<file path="src/hdl/csis_pkg.sv">
// Shared types, opcodes and reset values for the CPU instruction step block.
// Used by every module under hdl; depends on nothing else.
package csis_pkg;

    localparam int STACK_ENTRIES = 256;
    localparam int STACK_AW      = $clog2(STACK_ENTRIES);

    typedef logic [STACK_AW-1:0] t_stack_addr;

    // Opcodes
    localparam logic [7:0] OP_BRK     = 8'h00;
    localparam logic [7:0] OP_LDA_IMM = 8'hA9;
    localparam logic [7:0] OP_LDX_IMM = 8'hA2;
    localparam logic [7:0] OP_LDY_IMM = 8'hA0;
    localparam logic [7:0] OP_JMP_ABS = 8'h4C;
    localparam logic [7:0] OP_STA_ABS = 8'h8D;
    localparam logic [7:0] OP_STA_ABY = 8'h99;
    localparam logic [7:0] OP_TXA     = 8'h8A;
    localparam logic [7:0] OP_PHA     = 8'h48;
    localparam logic [7:0] OP_PLA     = 8'h68;
    localparam logic [7:0] OP_INX     = 8'hE8;
    localparam logic [7:0] OP_INY     = 8'hC8;
    localparam logic [7:0] OP_DEX     = 8'hCA;
    localparam logic [7:0] OP_CPX_IMM = 8'hE0;
    localparam logic [7:0] OP_CPY_IMM = 8'hC0;
    localparam logic [7:0] OP_BNE     = 8'hD0;

    // Status flag bit positions
    localparam int FLAG_N = 7;
    localparam int FLAG_Z = 1;
    localparam int FLAG_C = 0;

    localparam logic [7:0]  STACK_PAGE  = 8'h01;
    localparam logic [15:0] RESET_PC    = 16'h0000;
    localparam logic [7:0]  RESET_SP    = 8'hFF;
    localparam logic [7:0]  RESET_FLAGS = 8'h20;

    typedef enum logic [1:0] {
        OUTCOME_EXEC = 2'd0,
        OUTCOME_BRK  = 2'd1,
        OUTCOME_SKIP = 2'd2
    } t_outcome;

    typedef struct packed {
        logic [15:0] pc;
        logic [7:0]  acc;
        logic [7:0]  x;
        logic [7:0]  y;
        logic [7:0]  sp;
        logic [7:0]  flags;
    } t_arch;

    // Field order matches the stream word: opcode in the lowest bits
    typedef struct packed {
        logic [7:0] operand_high;
        logic [7:0] operand_low;
        logic [7:0] opcode;
    } t_item;

    typedef struct packed {
        t_outcome    outcome;
        logic [7:0]  write_data;
        logic [15:0] write_address;
        logic        write_enable;
        logic [7:0]  flag_bits;
        logic [7:0]  y_value;
        logic [7:0]  x_value;
        logic [7:0]  acc_value;
        logic [15:0] next_pc;
    } t_result;

    localparam int IN_BYTES  = ($bits(t_item) + 7) / 8;
    localparam int OUT_BYTES = ($bits(t_result) + 7) / 8;

    typedef struct packed {
        logic        en;
        t_stack_addr addr;
        logic [7:0]  data;
    } t_stack_wr;

endpackage

</file>
<file path="src/hdl/cpu_subset_instruction_step.sv">
// Top level of the CPU subset instruction step: input register, execute, result register.
// Depends on csis_pkg, csis_exec and csis_stack.
//
//  channel  | dir | payload (low bit first)
//  s_axis   | in  | opcode, operand_low, operand_high (24 bits)
//  m_axis   | out | next_pc, acc, x, y, flags, write_enable, write_address,
//           |     | write_data, outcome (75 bits, zero padded to 80)
//
// One instruction per cycle while the result register is not stalled; each instruction passes
// through the input register and then the result register.
// The execute stage runs when the input register is full and the result register
// is empty or being drained; the registered stack page read at SP+1 is issued ahead of its use.
// Reset (i_rst_n low, synchronous) empties both registers, restores A, X, Y, SP, flags
// and PC, and marks every stack entry as zero. A stalled result holds the pipe.
module cpu_subset_instruction_step
    import csis_pkg::*;
(
    input  logic                   i_clk,
    input  logic                   i_rst_n,
    input  logic                   s_axis_tvalid,
    output logic                   s_axis_tready,
    input  logic [IN_BYTES*8-1:0]  s_axis_tdata,   // opcode, operand_low, operand_high
    output logic                   m_axis_tvalid,
    input  logic                   m_axis_tready,
    output logic [OUT_BYTES*8-1:0] m_axis_tdata    // next_pc, acc_value, x_value, y_value,
                                                   // flag_bits, write_enable, write_address,
                                                   // write_data, outcome
);

    logic        r_in_valid;
    t_item       r_in_item;
    logic        r_out_valid;
    t_result     r_out_result;
    t_arch       r_arch;

    t_arch       n_arch;
    t_result     exec_result;
    t_stack_wr   exec_wr;
    t_stack_wr   stack_wr;
    logic [7:0]  stack_top;
    logic [7:0]  sp_after;
    t_stack_addr rd_addr;
    logic        exec_fire;

    assign exec_fire     = r_in_valid && (!r_out_valid || m_axis_tready);
    assign s_axis_tready = !r_in_valid || exec_fire;

    csis_exec u_exec (
        .i_arch      (r_arch),
        .i_item      (r_in_item),
        .i_stack_top (stack_top),
        .o_arch      (n_arch),
        .o_result    (exec_result),
        .o_stack_wr  (exec_wr)
    );

    always_comb begin
        stack_wr    = exec_wr;
        stack_wr.en = exec_wr.en && exec_fire;
        sp_after    = (exec_fire ? n_arch.sp : r_arch.sp) + 8'd1;
        rd_addr     = t_stack_addr'(sp_after);
    end

    csis_stack u_stack (
        .i_clk     (i_clk),
        .i_rst_n   (i_rst_n),
        .i_wr      (stack_wr),
        .i_rd_addr (rd_addr),
        .o_rd_data (stack_top)
    );

    always_ff @(posedge i_clk) begin
        if (!i_rst_n) begin
            r_in_valid  <= 1'b0;
            r_out_valid <= 1'b0;
            r_arch.pc    <= RESET_PC;
            r_arch.acc   <= 8'h00;
            r_arch.x     <= 8'h00;
            r_arch.y     <= 8'h00;
            r_arch.sp    <= RESET_SP;
            r_arch.flags <= RESET_FLAGS;
        end else begin
            if (s_axis_tready) begin
                r_in_valid <= s_axis_tvalid;
            end
            if (exec_fire) begin
                r_out_valid <= 1'b1;
                r_arch      <= n_arch;
            end else if (m_axis_tready) begin
                r_out_valid <= 1'b0;
            end
        end
    end

    always_ff @(posedge i_clk) begin
        if (s_axis_tvalid && s_axis_tready) begin
            r_in_item <= t_item'(s_axis_tdata[$bits(t_item)-1:0]);
        end
        if (exec_fire) begin
            r_out_result <= exec_result;
        end
    end

    assign m_axis_tvalid = r_out_valid;
    assign m_axis_tdata  = {{(OUT_BYTES*8-$bits(t_result)){1'b0}}, r_out_result};

endmodule

</file>
<file path="src/hdl/csis_stack.sv">
// Stack page copy: one write and one registered read per cycle.
// Valid bits stand in for the reset clear; depends on csis_pkg.
module csis_stack
    import csis_pkg::*;
(
    input  logic        i_clk,
    input  logic        i_rst_n,
    input  t_stack_wr   i_wr,
    input  t_stack_addr i_rd_addr,
    output logic [7:0]  o_rd_data
);

    logic [7:0]               r_mem [STACK_ENTRIES];
    logic [STACK_ENTRIES-1:0] r_valid;
    logic [7:0]               r_rd_data;
    logic                     r_rd_valid;
    logic                     bypass;

    assign bypass = i_wr.en && (i_wr.addr == i_rd_addr);

    always_ff @(posedge i_clk) begin
        if (i_wr.en) begin
            r_mem[i_wr.addr] <= i_wr.data;
        end
        // forward a write to the same entry in this cycle
        r_rd_data <= bypass ? i_wr.data : r_mem[i_rd_addr];
    end

    always_ff @(posedge i_clk) begin
        if (!i_rst_n) begin
            r_valid    <= '0;
            r_rd_valid <= 1'b0;
        end else begin
            if (i_wr.en) begin
                r_valid[i_wr.addr] <= 1'b1;
            end
            r_rd_valid <= bypass || r_valid[i_rd_addr];
        end
    end

    // never-written entries read as zero
    assign o_rd_data = r_rd_valid ? r_rd_data : 8'h00;

endmodule

</file>
<file path="src/hdl/csis_exec.sv">
// Instruction decode and execute: next register state, result and stack write.
// Purely combinational; depends on csis_pkg.
module csis_exec
    import csis_pkg::*;
(
    input  t_arch      i_arch,
    input  t_item      i_item,
    input  logic [7:0] i_stack_top,
    output t_arch      o_arch,
    output t_result    o_result,
    output t_stack_wr  o_stack_wr
);

    function automatic logic [7:0] zn_flags(input logic [7:0] f, input logic [7:0] v);
        logic [7:0] r;
        r         = f;
        r[FLAG_Z] = (v == 8'h00);
        r[FLAG_N] = v[7];
        return r;
    endfunction

    function automatic logic [7:0] cmp_flags(input logic [7:0] f, input logic [7:0] reg_v,
                                             input logic [7:0] val);
        logic [7:0] r;
        logic [7:0] diff;
        diff      = reg_v - val;
        r         = f;
        r[FLAG_Z] = (reg_v == val);
        r[FLAG_C] = (reg_v >= val);
        r[FLAG_N] = diff[7];
        return r;
    endfunction

    logic [15:0] abs_addr;
    logic [15:0] sta_addr;
    logic [15:0] branch_off;
    logic [7:0]  lo;

    assign lo         = i_item.operand_low;
    assign abs_addr   = {i_item.operand_high, lo};
    assign sta_addr   = (i_item.opcode == OP_STA_ABY) ? abs_addr + {8'h00, i_arch.y} : abs_addr;
    assign branch_off = {{8{lo[7]}}, lo};

    always_comb begin
        t_arch      n;
        logic       we;
        logic [15:0] waddr;
        logic [7:0] wdata;
        t_outcome   outc;

        n          = i_arch;
        n.pc       = i_arch.pc + 16'd1;
        we         = 1'b0;
        waddr      = 16'h0000;
        wdata      = 8'h00;
        outc       = OUTCOME_EXEC;
        o_stack_wr = '0;

        case (i_item.opcode)
            OP_BRK: begin
                outc = OUTCOME_BRK;
            end
            OP_LDA_IMM: begin
                n.acc   = lo;
                n.flags = zn_flags(i_arch.flags, lo);
                n.pc    = i_arch.pc + 16'd2;
            end
            OP_LDX_IMM: begin
                n.x     = lo;
                n.flags = zn_flags(i_arch.flags, lo);
                n.pc    = i_arch.pc + 16'd2;
            end
            OP_LDY_IMM: begin
                n.y     = lo;
                n.flags = zn_flags(i_arch.flags, lo);
                n.pc    = i_arch.pc + 16'd2;
            end
            OP_JMP_ABS: begin
                n.pc = abs_addr;
            end
            OP_STA_ABS, OP_STA_ABY: begin
                we    = 1'b1;
                waddr = sta_addr;
                wdata = i_arch.acc;
                n.pc  = i_arch.pc + 16'd3;
                // mirror stores into the stack page
                if (sta_addr[15:8] == STACK_PAGE) begin
                    o_stack_wr.en   = 1'b1;
                    o_stack_wr.addr = t_stack_addr'(sta_addr[7:0]);
                    o_stack_wr.data = i_arch.acc;
                end
            end
            OP_TXA: begin
                n.acc   = i_arch.x;
                n.flags = zn_flags(i_arch.flags, i_arch.x);
            end
            OP_PHA: begin
                we              = 1'b1;
                waddr           = {STACK_PAGE, i_arch.sp};
                wdata           = i_arch.acc;
                o_stack_wr.en   = 1'b1;
                o_stack_wr.addr = t_stack_addr'(i_arch.sp);
                o_stack_wr.data = i_arch.acc;
                n.sp            = i_arch.sp - 8'd1;
            end
            OP_PLA: begin
                n.sp    = i_arch.sp + 8'd1;
                n.acc   = i_stack_top;
                n.flags = zn_flags(i_arch.flags, i_stack_top);
            end
            OP_INX: begin
                n.x     = i_arch.x + 8'd1;
                n.flags = zn_flags(i_arch.flags, n.x);
            end
            OP_INY: begin
                n.y     = i_arch.y + 8'd1;
                n.flags = zn_flags(i_arch.flags, n.y);
            end
            OP_DEX: begin
                n.x     = i_arch.x - 8'd1;
                n.flags = zn_flags(i_arch.flags, n.x);
            end
            OP_CPX_IMM: begin
                n.flags = cmp_flags(i_arch.flags, i_arch.x, lo);
                n.pc    = i_arch.pc + 16'd2;
            end
            OP_CPY_IMM: begin
                n.flags = cmp_flags(i_arch.flags, i_arch.y, lo);
                n.pc    = i_arch.pc + 16'd2;
            end
            OP_BNE: begin
                n.pc = i_arch.flags[FLAG_Z] ? i_arch.pc + 16'd2
                                            : i_arch.pc + 16'd2 + branch_off;
            end
            default: begin
                outc = OUTCOME_SKIP;
            end
        endcase

        o_arch                 = n;
        o_result.next_pc       = n.pc;
        o_result.acc_value     = n.acc;
        o_result.x_value       = n.x;
        o_result.y_value       = n.y;
        o_result.flag_bits     = n.flags;
        o_result.write_enable  = we;
        o_result.write_address = waddr;
        o_result.write_data    = wdata;
        o_result.outcome       = outc;
    end

endmodule

</file>
<file path="config.mk">
export PLATFORM = sky130hd
export DESIGN_NAME = cpu_subset_instruction_step
export DESIGN_NICKNAME = d
export VERILOG_FILES = /design/src/hdl/csis_pkg.sv /design/src/hdl/cpu_subset_instruction_step.sv /design/src/hdl/csis_stack.sv /design/src/hdl/csis_exec.sv
export SDC_FILE = /design/constraint.sdc
export NUM_CORES = 2
export LEC_CHECK = 0
export ABC_AREA = 1
export BUFFER_PORTS_ARGS = -buffer_cell sky130_fd_sc_hd__buf_4
export CORE_ASPECT_RATIO = 1.75
export CORE_MARGIN = 2
export CORE_UTILIZATION = 30
export CTS_CLUSTER_DIAMETER = 80
export DETAILED_ROUTE_END_ITERATION = 7
export SLEW_MARGIN = 10
export SYNTH_ARGS = -nofsm -noshare
export SYNTH_HDL_FRONTEND = slang
export SYNTH_SLANG_ARGS = --single-unit
</file>
<file path="constraint.sdc">
create_clock -name i_clk -period 24.5 [get_ports i_clk]
set_input_delay 3.675 -clock i_clk [delete_from_list [all_inputs] [get_ports i_clk]]
set_output_delay 3.675 -clock i_clk [all_outputs]
set_load 0.05 [all_outputs]
</file>
Word level (Yosys, flattened, before mapping)
Memories as Yosys holds them, arrays and structs flattened. A register that Yosys moved wholly into a read port is not among the register bits.
Index checks and enable logic that the tools add are counted.
- $add $sub $neg: 13
- $lt $le $gt $ge: 5
- equality and inequality tests: 19
- muxes and demuxes: 23
- bitwise gates (word level): 1
- reductions and logical operators: 23
- operator list (cell ; count):
    256-bit OR ; 1
    8-bit == test, second input constant ; 12
    16-bit one-hot mux with 4 select lines ; 1
    8-bit one-hot mux with 8 select lines ; 1
    8-bit zero test ; 7
    8-bit one-hot mux with 3 select lines ; 2
    17-bit one-hot mux with 2 select lines ; 1
    16-bit by 2-bit adder with 16-bit output, second input constant ; 2
    8-bit by 1-bit adder with 8-bit output, second input constant ; 4
    16-bit two-way mux ; 2
    16-bit one-hot mux with 2 select lines ; 1
    8-bit one-hot mux with 2 select lines ; 2
    8-bit by 7-bit == test with 1-bit output, second input constant ; 3
    8-bit == test ; 3
    8-bit by 9-bit < comparator with 1-bit output, second input constant ; 2
    17-bit two-way mux ; 1
    16-bit by 1-bit adder with 16-bit output, second input constant ; 1
    16-bit adder ; 1
    16-bit by 8-bit adder with 16-bit output ; 1
    8-bit >= comparator ; 2
    8-bit two-way mux ; 2
    8-bit by 1-bit subtractor with 8-bit output, second input constant ; 2
    8-bit subtractor ; 2
    15-bit OR reduction ; 1
    other kinds (13) ; 27
- bits in registers: 414
- bits in writable memories: 2048
- bits of input ports: 28
- output and inout port bits: 82
- logic and storage cells: 107
- memories: 1
- memories (name ; words ; width ; rd ports ; clocked after memory_dff ; wr ports ; RTL line ; source):
    u_stack.r_mem ; 256 ; 8 ; 1 ; 1 ; 1 ; csis_stack.sv:13 ; logic [7:0] r_mem [STACK_ENTRIES];

Longest topological paths before layout
- depth after elaboration: 10
- depth in mapped cells: 29
- depth with buffers taken out: 28

By module
A second synthesis with hierarchy kept.
- cells, all modules: 9501
- area, all modules: 103072.6 µm²
- by module, submodules not included (module ; times used ; cells an instance ; area an instance (µm²)):
    csis_stack ; 1 ; 8076 ; 92203.4
    csis_exec ; 1 ; 1026 ; 5591.6
    cpu_subset_instruction_step ; 1 ; 399 ; 5277.6

Worst setup path before layout
OpenSTA, ideal clock, no wires.
- path type: register -> register
- start point: reg r_in_item[15] (netlist bit)
- end point: mem u_stack.r_mem[0][0], data pin
- setup time: 1.390 ns
- data arrival time: 8.209 ns
- path slack: 14.901 ns
- stages on the path, launching flop included: 16
- buffers on the path: 0
- path through: edfxtp_1 inv_1 ha_1 inv_1 nand2_1 nor2_1 nand3_1 nand3_1 nand3_1 nand2_1 nand3_2 nor2_4 nand2_4 nand2_4 inv_1 nor2_1
- RTL lines (item ; RTL line ; source):
    start, declared ; cpu_subset_instruction_step.sv:31 ; t_item r_in_item;
    start signal, assigned ; cpu_subset_instruction_step.sv:97 ; r_in_item <= t_item'(s_axis_tdata[$bits(t_item)-1:0]);
    end, declared ; csis_stack.sv:13 ;

Worst setup path in the final report
- start point: in m_axis_tready
- end point: reg u_stack.r_rd_valid
- cells in the longest elaborated chain, start to end: 7
- elaborated cells on any way between the ends: 10
- RTL lines (item ; RTL line ; source):
    start, declared ; cpu_subset_instruction_step.sv:24 ; input logic m_axis_tready,
    1-bit logical OR * ; cpu_subset_instruction_step.sv:45 ; assign exec_fire = r_in_valid && (!r_out_valid || m_axis_tready);
    1-bit logical AND * ; cpu_subset_instruction_step.sv:45 ;
    8-bit two-way mux * ; cpu_subset_instruction_step.sv:60 ; sp_after = (exec_fire ? n_arch.sp : r_arch.sp) + 8'd1;
    8-bit by 1-bit adder with 8-bit output * ; cpu_subset_instruction_step.sv:60 ;
    net rd_addr[1] ; cpu_subset_instruction_step.sv:42 ; t_stack_addr rd_addr;
    1-bit binary-select mux with 8-bit select / 8-bit == test (equally long branches) ; csis_stack.sv:37, csis_stack.sv:19 ;
    1-bit two-way mux (implied by the code) / 1-bit logical AND (equally long branches) ; csis_stack.sv:37, csis_stack.sv:19 ;
    1-bit logical OR * ; csis_stack.sv:37 ; r_rd_valid <= bypass || r_valid[i_rd_addr];
    end signal, assigned ; csis_stack.sv:37 ;
    end, declared ; csis_stack.sv:16 ; logic r_rd_valid;
The timed path passes the listed nets; every way through them passes the cells marked *. The select of a mux whose other input is x is not followed.
A chain may end at the register's enable or synchronous reset.

==> flow_results.org <==
** Cells and area
- After routing the design area is ~120,000 µm².
- The finished layout holds ~14k standard cells, fillers aside.
- After the last flow step, the layout net total stands at 9,757.
- Fraction of layout cells with a size suffix above 1 :: about 7.4%
- The area growth from synthesis to layout is 11.49%.

** Synthesis
- For this run, the leading register cell type out of synthesis is edfxtp_1.
- Cell with the most instances after synthesis :: nand2_1
- Yosys attributes the largest share of cell area to edfxtp_1 (62%), nand3_1 (9.7%), nand2_1 (8.5%), dfxtp_1 (6.1%), inv_1 (2.6%).
- Count of cell types in the netlist :: 59
- Synthesized flop and latch total :: 2,460
- Most frequent cells after synthesis :: nand2_1 (2,356), edfxtp_1 (2,142), nand3_1 (2,030)
- Counting flops with a built-in enable in the synthesized netlist gives 2,142.
- Cells after synthesis :: 9,831
- During synthesis, Yosys emitted a total of 0 warnings.
- After synthesis, the mean cell area works out to 10.60 µm².
- Post-synth design cell area :: 104,200 µm²
- Share of the synthesized area in the top cell type :: 61.71%
- For this run, asynchronously set or reset flops after synthesis account for 0%.
- Sequential element share of the synthesized area :: a little under 70%
- The largest total area in the synthesized netlist belongs to edfxtp_1.

** STA
- Setup_tns :: 0 ps
- Max Freq :: 0.1207 GHz
- Setup repair after global routing left no endpoint under its margin.
- Relative slew slack :: 9.430%
- The final critical path takes up 33.81% of the cycle.
- Final Max Slew Viols :: 0
- Final Hold Viols :: 0
- At the pin with the least slew margin, the transition time is 1354 ps.
- Count of endpoints failing setup in the final report :: 0
- The worst path needs 8282 ps of the cycle, external delays included.
- In the post-route analysis, the smallest setup slack over all paths is 16,220 ps.
- Between clock sinks in the finished design, the worst skew comes to 74.30 ps.

** Global route
- Number of global-route vias before repair :: 69.98k
- Maximum number of pins on one net before global-route repair :: 189
- The total overflow left after global routing is 0.
- First-pass GRT wire length :: 464,200 µm
- Antenna violations before repair :: 5
- Gr usage total :: approximately 17%

** Placement
- Before CTS, the worst setup slack after placement is 15,290 ps.
- Buffers placed on the I/O ports in this run total 99.
- In this run the cell area measured after placement is 109,600 µm².
- Routability-driven placement finished with a final weighted congestion of ~0.93.
- Final HPWL DP :: 197,600 µm
- In this run, placement finished with an instance count of 14.07k.

** Drt
- Number of iterations in the first detailed-routing pass :: 6
- Number of remaining DRC errors :: 0
- Final WL :: 318,700 µm
- DR vias/cell :: between 5 and 6
- In this run the remaining antenna-violating nets after routing total 0.
- The detailed router finished its first iteration with 6,321 violations.
- WL/cell :: roughly 22 µm
- Number of vias in the routed layout :: 72.32k

** Setup path
- The worst setup path is captured at a register.
- Reg-to-reg setup timing slack :: 17,480 ps
- The critical path in this run is classified as in2reg.
- Measured in cells, the most critical reg-to-reg path has a length of 20.
- Of all nets on the critical path, the largest fanout is 136.
- STA puts the critical path data required time at approximately 25,000 ps.
- Data on the critical path arrives at its endpoint at approximately 9100 ps.
- Worst flop-to-flop path endpoint :: m_axis_tdata[41]
- Critical path launch point type :: primary input

** Power
- Max rail drop VDD :: 0.00005590 V
- After layout, the design draws a total of 8.080 mW.
- Summed over all cells, the static leakage comes to 40.14 nW.
- Pwr dens :: 69.53 nW/µm²

** Clocking
- Clock slew at reported path FFs :: approximately 70 ps
- Resized Gates After CTS :: 0
- Buffers added to address setup during post-CTS repair amount to 0.
- The clock passes through at most 4 buffers.
- H-tree depth reported by CTS :: 4
- The number of clock buffers added by TritonCTS is 203.
- The number of hold buffers added after CTS was 0.
- Sink Count :: between 2k and 2.5k
- Root Driver :: clkbuf_16
- The clock reaches the later pin of the worst-skew pair after 910 ps.
- CTS tree :: done

** Worst hold path
- The path with the worst hold slack has its endpoint at u_stack.r_valid[2].
- The tightest min-delay check is of the reg2reg type.
- The startpoint identified for the worst hold timing path is u_stack.r_valid[2].
- The worst hold path passes through 2 cells.

** Run status
- The flow ran to the end, and the final reports show no timing, DRC or antenna violations.

** Floorplan
- The total area inside the core boundary comes to between 300,000 and 400,000 µm².
- Starting utilization of the core area :: 30.09%
- Row Count :: 286
- For this design the top-level I/O count stands at 110.
- Die width :: 449.6 µm
- The die is slightly below 800 µm tall.
- The die covers 352,400 µm².

** Job
- Count of maximum capacitance violations :: 0
==> critical path, cell delays in order <==
cell and delay [ps]:
buf_4 70, inv_1 40, nand2_1 80, nand2_2 80, inv_4 380, nand2_4 160
nand2_1 420, nand2_8 610, ha_4 1120, clkinv_2 620, buf_4 460, nand3_1 160
nand3_1 80, nand3_1 110, nand3_1 120, nand3_1 270, nand3_1 200, nand3_1 110
nand2_1 50, nor2_1 80, nor2_1 40
==> kinds of logic after synthesis <==
family,count (synthesis),share of synthesized area [%]
AND/OR/NAND/NOR,5065,21.46
other,2,0.007205
AO/OA/AOI/OAI,843,4.417
XOR/XNOR,57,0.4933
flip-flops,2460,67.81
adder cells (fa/ha/maj),59,0.7370
buffers and inverters,1345,5.073
==> state kept, by name, summed over array words and instances, names as in the netlist, named ones only <==
| signal | count |
|---|---|
| u_stack.r_valid | 256 |
| u_stack.r_mem | 2048 |
| m_axis_tdata | 70 |
| r_in_item | 24 |
| r_in_valid | 1 |
| u_stack.r_rd_valid | 1 |
| m_axis_tvalid | 1 |
| r_arch | 51 |
==> layout make-up <==
class | count | area (µm²)
Antenna cell | 5 | 12.51
Clock buffer | 266 | 5619
Clock inverter | 99 | 1031
Fill cell | 34780 | 230200
Inverter | 751 | 2860
Multi-Input combinational cell | 6034 | 28390
Sequential cell | 2460 | 70710
Tap cell | 4608 | 5766
Timing Repair Buffer | 220 | 1827
==> layer usage <==
layer / share of wire, % / GRT usage [%] / vias up
met4: 7.9 / 12.48 / 0
li1: - / - / 33500
met5: 0 / 0 / -
met1: 35 / 18.74 / 35330
met2: 52 / 31.73 / 2658
met3: 5.4 / 1.964 / 830
==> per-stage QoR <==
step,hold WS [ps],utilization (%)
after floorplan,430.8,-
after global placement,440.4,31.63
after detailed placement,444.7,31.63
after CTS,455.8,33.55
after global routing,473.5,33.55
final,458.9,33.55
==> placed cells by master (no fill, tap or decap), types with 48 or more instances in the layout <==
master	count
buf_4	206
a21oi_1	333
clkbuf_16	212
nand3_1	2030
edfxtp_1	2142
nor2_1	487
nand2_1	2353
o21ai_0	329
xor2_1	48
ha_1	54
inv_1	708
o22ai_1	92
dfxtp_1	312
nor2_4	61
==> worst max-delay path by stage <==
stage / start / to / slack, ps / depth (start not counted)
2_1_floorplan: r_in_item[15] / u_stack.r_mem[0][0] / 14900 / 15
3_3_place_gp: m_axis_tready / u_stack.r_rd_valid / 15400 / 21
3_5_place_dp: m_axis_tready / u_stack.r_rd_valid / 15290 / 21
4_1_cts: m_axis_tready / u_stack.r_rd_valid / 16250 / 21
5_1_grt: m_axis_tready / u_stack.r_rd_valid / 15950 / 21
6_report: m_axis_tready / u_stack.r_rd_valid / 16220 / 21
==> report_power, final <==
group / switching, mW / leakage, nW / internal, mW
logic: 0.157 / 19.3 / 0.0555
registers: 0.0147 / 17.6 / 4.50
clock network: 1.54 / 3.26 / 1.81
Power figures use the tool's default switching activity.
